<file path="config.mk">
export PLATFORM = sky130hd
export DESIGN_NAME = mhpq_ctrl
export DESIGN_NICKNAME = d
export VERILOG_FILES = /design/src/hw/rtl/mhpq_pkg.sv /design/src/hw/rtl/mhpq_ctrl.sv
export SDC_FILE = /design/constraint.sdc
export NUM_CORES = 1
export LEC_CHECK = 0
export BUFFER_PORTS_ARGS = -buffer_cell sky130_fd_sc_hd__buf_2
export CORE_AREA = 2 2 39 41
export DETAILED_ROUTE_END_ITERATION = 16
export DIE_AREA = 0 0 41 43
export PLACE_DENSITY = 0.68
export SYNTH_ARGS = -nofsm -noshare
export SYNTH_HDL_FRONTEND = slang
export SYNTH_SLANG_ARGS = --single-unit
export TNS_END_PERCENT = 20
</file>
<file path="constraint.sdc">
create_clock -name clock -period 2.26 [get_ports clock]
set_clock_uncertainty 0.05 [all_clocks]
set_input_delay 0.113 -clock clock [delete_from_list [all_inputs] [get_ports clock]]
set_output_delay 0.113 -clock clock [all_outputs]
set_load 0.01 [all_outputs]
</file>
<file path="src/hw/rtl/mhpq_pkg.sv">
package mhpq_pkg;

   localparam int MHPQ_CAPACITY = 127;

   localparam logic OP_INSERT = 1'b0;
   localparam logic OP_REMOVE = 1'b1;

   typedef logic [1:0] status_type;
   localparam status_type ST_DONE  = 2'd0;
   localparam status_type ST_FULL  = 2'd1;
   localparam status_type ST_EMPTY = 2'd2;

   typedef struct packed {
      logic accept;
      logic start_ins;
      logic start_rem;
      logic load_last;
      logic rd_parent;
      logic rd_children;
      logic move_up;
      logic move_down;
      logic place;
      logic emit;
   } cmd_type;

   typedef struct packed {
      logic op_remove;
      logic full;
      logic empty;
      logic at_root;
      logic leaf;
      logic parent_less;
      logic child_wins;
   } stat_type;

endpackage

</file>
<file path="src/hw/rtl/mhpq_ctrl.sv">
module mhpq_ctrl
   import mhpq_pkg::*;
(
   input  logic     clock,
   input  logic     reset,
   input  logic     req_valid,
   output logic     req_ready,
   output logic     rsp_valid,
   input  logic     rsp_ready,
   input  stat_type stat,
   output cmd_type  cmd
);

   localparam logic [2:0] S_IDLE   = 3'd0;
   localparam logic [2:0] S_LOAD   = 3'd1;
   localparam logic [2:0] S_UP_RD  = 3'd2;
   localparam logic [2:0] S_UP_CMP = 3'd3;
   localparam logic [2:0] S_DN_RD  = 3'd4;
   localparam logic [2:0] S_DN_CMP = 3'd5;
   localparam logic [2:0] S_FINISH = 3'd6;

   logic [2:0] state_ff, state_in;
   logic       rsp_valid_ff, rsp_valid_in;

   always_comb begin
      state_in = state_ff;
      cmd      = '0;
      unique case (state_ff)
         S_IDLE: begin
            if (req_valid) begin
               cmd.accept = 1'b1;
               if (stat.op_remove) begin
                  if (stat.empty) begin
                     state_in = S_FINISH;
                  end else begin
                     cmd.start_rem = 1'b1;
                     state_in      = S_LOAD;
                  end
               end else begin
                  if (stat.full) begin
                     state_in = S_FINISH;
                  end else begin
                     cmd.start_ins = 1'b1;
                     state_in      = S_UP_RD;
                  end
               end
            end
         end
         S_LOAD: begin
            cmd.load_last = 1'b1;
            state_in      = S_DN_RD;
         end
         S_UP_RD: begin
            if (stat.at_root) begin
               cmd.place = 1'b1;
               state_in  = S_FINISH;
            end else begin
               cmd.rd_parent = 1'b1;
               state_in      = S_UP_CMP;
            end
         end
         S_UP_CMP: begin
            if (stat.parent_less) begin
               cmd.move_up = 1'b1;
               state_in    = S_UP_RD;
            end else begin
               cmd.place = 1'b1;
               state_in  = S_FINISH;
            end
         end
         S_DN_RD: begin
            if (stat.leaf) begin
               cmd.place = 1'b1;
               state_in  = S_FINISH;
            end else begin
               cmd.rd_children = 1'b1;
               state_in        = S_DN_CMP;
            end
         end
         S_DN_CMP: begin
            if (stat.child_wins) begin
               cmd.move_down = 1'b1;
               state_in      = S_DN_RD;
            end else begin
               cmd.place = 1'b1;
               state_in  = S_FINISH;
            end
         end
         S_FINISH: begin
            if (!rsp_valid_ff || rsp_ready) begin
               cmd.emit = 1'b1;
               state_in = S_IDLE;
            end
         end
         default: begin
            state_in = S_IDLE;
         end
      endcase
   end

   assign rsp_valid_in = cmd.emit || (rsp_valid_ff && !rsp_ready);

   always_ff @(posedge clock) begin
      if (reset) begin
         state_ff     <= S_IDLE;
         rsp_valid_ff <= 1'b0;
      end else begin
         state_ff     <= state_in;
         rsp_valid_ff <= rsp_valid_in;
      end
   end

   assign req_ready = (state_ff == S_IDLE);
   assign rsp_valid = rsp_valid_ff;

endmodule

</file>
Word level (Yosys, flattened, before mapping)
Index checks and enable logic that the tools add are counted.
{"block": "totals", "wordCells": 49, "out_inout_bits": 12, "regBits": 4}
{"block": "op_classes", "n_mux": 32, "n_reduce_logical": 7, "n_eq_ne": 8}
{"cell": "two-way mux 3 bit", "n": 9}
{"cell": "case mux 3 bit (7 select lines)", "n": 1}
{"cell": "two-way mux 1 bit", "n": 19}
{"cell": "== test 3 bit (second input constant)", "n": 3}
{"cell": "== test 3 x 2 -> 1 bit (second input constant)", "n": 2}
{"cell": "two-way mux 2 bit", "n": 2}
{"cell": "!= test 2 bit (second input constant)", "n": 2}
{"cell": "case mux 1 bit (4 select lines)", "n": 1}
{"cell": "== test 3 x 1 -> 1 bit (second input constant)", "n": 1}
{"cell": "logical NOT 3 bit", "n": 1}
{"cell": "logical NOT 1 bit", "n": 2}
{"cell": "logical OR 1 bit", "n": 2}
{"cell": "AND reduction 2 bit", "n": 1}
{"cell": "logical AND 1 bit", "n": 1}

Depth between registers and ports, before layout
{"block": "logic_depth", "ltp_word": 5, "ltp_mapped": 5}

Worst setup path after synthesis
No wires, ideal clock.
{"block": "synth_path", "path_type": "register -> register", "start": "reg state_ff[2]", "end": "reg state_ff[0]", "stages_incl_launch_ff": 5, "t_arrival_ps": 1169, "t_required_ps": 2123, "synth_period_minus_slack_ps": 1306, "n_path_buf": 0, "path_slack_ps": 954, "cell_sequence": "dfxtp_1 -> inv_2 -> nor4_4 -> a21oi_1 -> nor4b_2"}
{"block": "synth_between", "elab_chain_len": 3, "word_cells_on_any_way": 11, "classes_between": "eq/ne (8); mux (1); reduce/logical (2)"}
{"element": "start, declared", "line": "mhpq_ctrl.sv:22", "source": "logic [2:0] state_ff, state_in;"}
{"element": "start signal, assigned", "line": "mhpq_ctrl.sv:108", "source": "state_ff <= state_in;"}
{"element": "== test 3 bit / logical NOT 3 bit (equally long branches)", "line": "mhpq_ctrl.sv:28", "source": "unique case (state_ff)"}
{"element": "!= test 2 bit (no line)"}
{"element": "AND reduction 2 bit (no line)"}
Several ways; a longest one is shown, not always the timed one.
A chain may end at the register's enable or synchronous reset.

==> results.md <==
* R2R setup slack at 0.75 ns
* WS Path Type: flop to output pin
* Seq pwr share at 0.280
* Fillers at 149
* RR Endpoint: state_ff[2]
* Psw at 0.2850 mW
* Netlist cell types at 24
* Remaining DRCs at 0
* Sw Share at 0.4786
* Multi-input gate area at 271.5 µm²
* Design internal power at 0.3104 mW
* Critical path launch point: state_ff[1]
* # H-tree levels at 1
* Initial antenna violation count at 0
* Antenna diodes at 0
* Post-synthesis sequential area ratio at 0.2071
* Max-Cap Viols at 0
* GRT Util Overall at 0.1256
* Seq cells post-synth at 4
* # rows at 14
* Routability congestion estimate at 0.7773
* VDD IR max at 0.5833 mV
* 1st-iter DRT viols at 5
* Routed vias at 421
* CTS tree: yes
* First-pass GRT wire length at 1490 µm
* R2r startpoint: state_ff[1]
* Signal arrival time at the worst endpoint at 1.55 ns
* Final setup TNS at 0 ns
* Post-Synth Adder-Cell Area at 0.09709
* Final critical-path required period at 1.711 ns
* Storage element area at 80.08 µm²
* CP Buf/Inv Count at 2
* Worst setup margin at 0.5486 ns
* # clock sinks at 4
* Routed Antenna Nets at 0
* Mux cell area share after synthesis at 0.05178
* Die area at 0.001763 mm²
* Pre-antenna DRT Iters at 4
* CP top delay family: flip-flops
* Crit-path cells: inv_1 -> ha_1 -> a21oi_1 -> buf_2
* RSZ-0062 raised after global routing: no
* Post-synth EDFFs at 0
* Critical Path Max Stage Delay at 0.57 ns
* Simple-gate share of the synthesized area at 0.3722
* CTS clk-pin slew, worst paths at 0.04 ns
* Hold crit path type: primary input to flop
* IO Count at 23
* Combinational share of power at 0.568
* Post-layout util at 0.3807
* Die width at 41 µm
* Mapped Area at 386.6 µm²
* Main combinational cell family by area after synthesis: simple AND/OR/NAND/NOR gates
* Hold Buf Count CTS at 0
* R2R cell count at 4
* Max-slew violations at 0
* Clock root buffer: clkbuf_4
* Max_slew headroom at 0.7013
* Lkg Pwr at 0.2690 nW
* Tcrit/Tclk final at 0.7572
* Hold_sp: reset
* Vias in the first global route at 358
* Final Hold Vio Count at 0
* Setup Fix Bufs, Post-CTS at 0
* Gate Count Post-Synth at 50
* Post-DR wirelength/cell at 10.57 µm
* Clock latency on the worst-skew pair at 0.24 ns
* Final WL at 941 µm
* Die height at 43 µm
* Drt via density at 4.730
* Worst hold margin at 0.03907 ns
* Fmax at 0.5843 GHz
* Post-synthesis xor/xnor area fraction at 0
* # setup viols final at 0
* Largest net degree at the start of global routing at 12
* Nets at 89
* Synth Area in Compound Gates at 0.1812
* Avg Cell Area, Syn at 7.732 µm²
* Dpl hpwl at 731.8 µm
* Area delta synth->final at 36.25%
* Crit path max-delay cell type: dfxtp_1
* Max Fanout on Critical Path at 10
* Req. time, crit path at 2.10 ns
* Top_reg_cell synth: dfxtp_1
* Total gr overflow at 0
* Crit end category: output pin
* CORE AREA at 0.001384 mm²
* CTS Buffer Depth at 2
* Total clock buffers created by CTS at 3
* Syn. warnings at 0
* Power per cell area at 1130 mW/mm²
* CTS resizes at 0
* Clock Power Share at 0.152
* Status: completed
* Mapped Nets at 64
* Post-synth ARST share at 0
* Hold path depth at 2
* Dpl ws at 0.7779 ns
* Measured slew at the worst slew-check pin at 0.4475 ns
* Hold Path End: state_ff[2]
* Worst Setup Start Kind: flop
* Starting Density at 0.2794
* Tot Pwr at 0.5954 mW
* Buffers on Ports at 22
* Share of cells above drive strength 1 at 0.4247
how the worst max path moves through the flow:
stage          depth (start not counted)  slack, ns           to
6_report                               4       0.55       cmd[1]
3_5_place_dp                           4       0.78  state_ff[2]
2_1_floorplan                          4       0.95  state_ff[0]
4_1_cts                                4       0.56       cmd[1]
3_3_place_gp                           4       0.83  state_ff[2]
5_1_grt                                4       0.48       cmd[1]
power groups by stage:
| stage | logic (mW) | registers [mW] | clock network [mW] |
|---|---|---|---|
| 3_3_place_gp | 0.329 | 0.163 | 0 |
| 4_1_cts | 0.338 | 0.164 | 0.0936 |
| 6_report | 0.338 | 0.167 | 0.0906 |
| 5_1_grt | 0.372 | 0.173 | 0.0975 |
| 2_1_floorplan | 0.287 | 0.122 | 0 |
| 3_5_place_dp | 0.334 | 0.165 | 0 |
registers in the layout, indices dropped and copies added (netlist names):
register   flops
state_ff       3
rsp_valid      1
per-stage QoR:
step | area, µm² | std cells
after floorplan | 386.6 | 50
after global placement | 504.2 | 86
after detailed placement | 504.2 | 86
after CTS | 526.8 | 89
after global routing | 526.8 | 89
final | 526.8 | 89
synthesized netlist by cell type, drive strengths merged (2+ instances only):
| master | n | area share |
|---|---|---|
| nand2b | 2 | 0.032 |
| or2 | 2 | 0.032 |
| inv | 6 | 0.058 |
| a21oi | 6 | 0.078 |
| nor2 | 7 | 0.068 |
| ha | 3 | 0.097 |
| dfxtp | 4 | 0.21 |
| nand2 | 4 | 0.039 |
| and3 | 2 | 0.032 |
| buf | 2 | 0.032 |
| nor3 | 2 | 0.039 |
| mux2i | 2 | 0.052 |
metal layers:
layer,wire length [µm],GRT usage,share of wire,up-vias
li1,-,-,-,221
met1,417,0.1548,0.44,186
met2,444,0.1750,0.47,12
met3,72,0.06283,0.077,2
met4,8,0.06000,0.0085,0
met5,0,0,0,-
cells by family (layout without fill, tap and decap cells):
family | after synthesis | after routing
AND/OR/NAND/NOR | 23 | 23
AO/OA/AOI/OAI | 10 | 10
adder cells (fa/ha/maj) | 3 | 3
buffers and inverters | 8 | 31
flip-flops | 4 | 4
multiplexers | 2 | 2
layout make-up:
cell class                      count  share of cell area
Clock buffer                        3             0.04276
Inverter                            6             0.04276
Timing Repair Buffer               22              0.2090
Tap cell                           16             0.03800
Multi-Input combinational cell     38              0.5154
Sequential cell                     4              0.1520
placed cells by master (no fill, tap or decap):
master,instances
nor2b_1,1
ha_1,3
nor4_4,1
inv_1,5
o311a_1,1
nor3_1,1
nor4b_2,1
and3_1,2
a21oi_1,6
or2_1,1
or2_2,1
dfxtp_1,4
nor2_1,7
mux2i_1,2
inv_2,1
nand3b_1,1
nor3_2,1
clkbuf_4,3
buf_2,22
o2111ai_1,1
a211oi_2,1
nand2_1,4
a311oi_1,1
nand2b_1,2
Note: power is estimated with default switching activity, not from simulation.
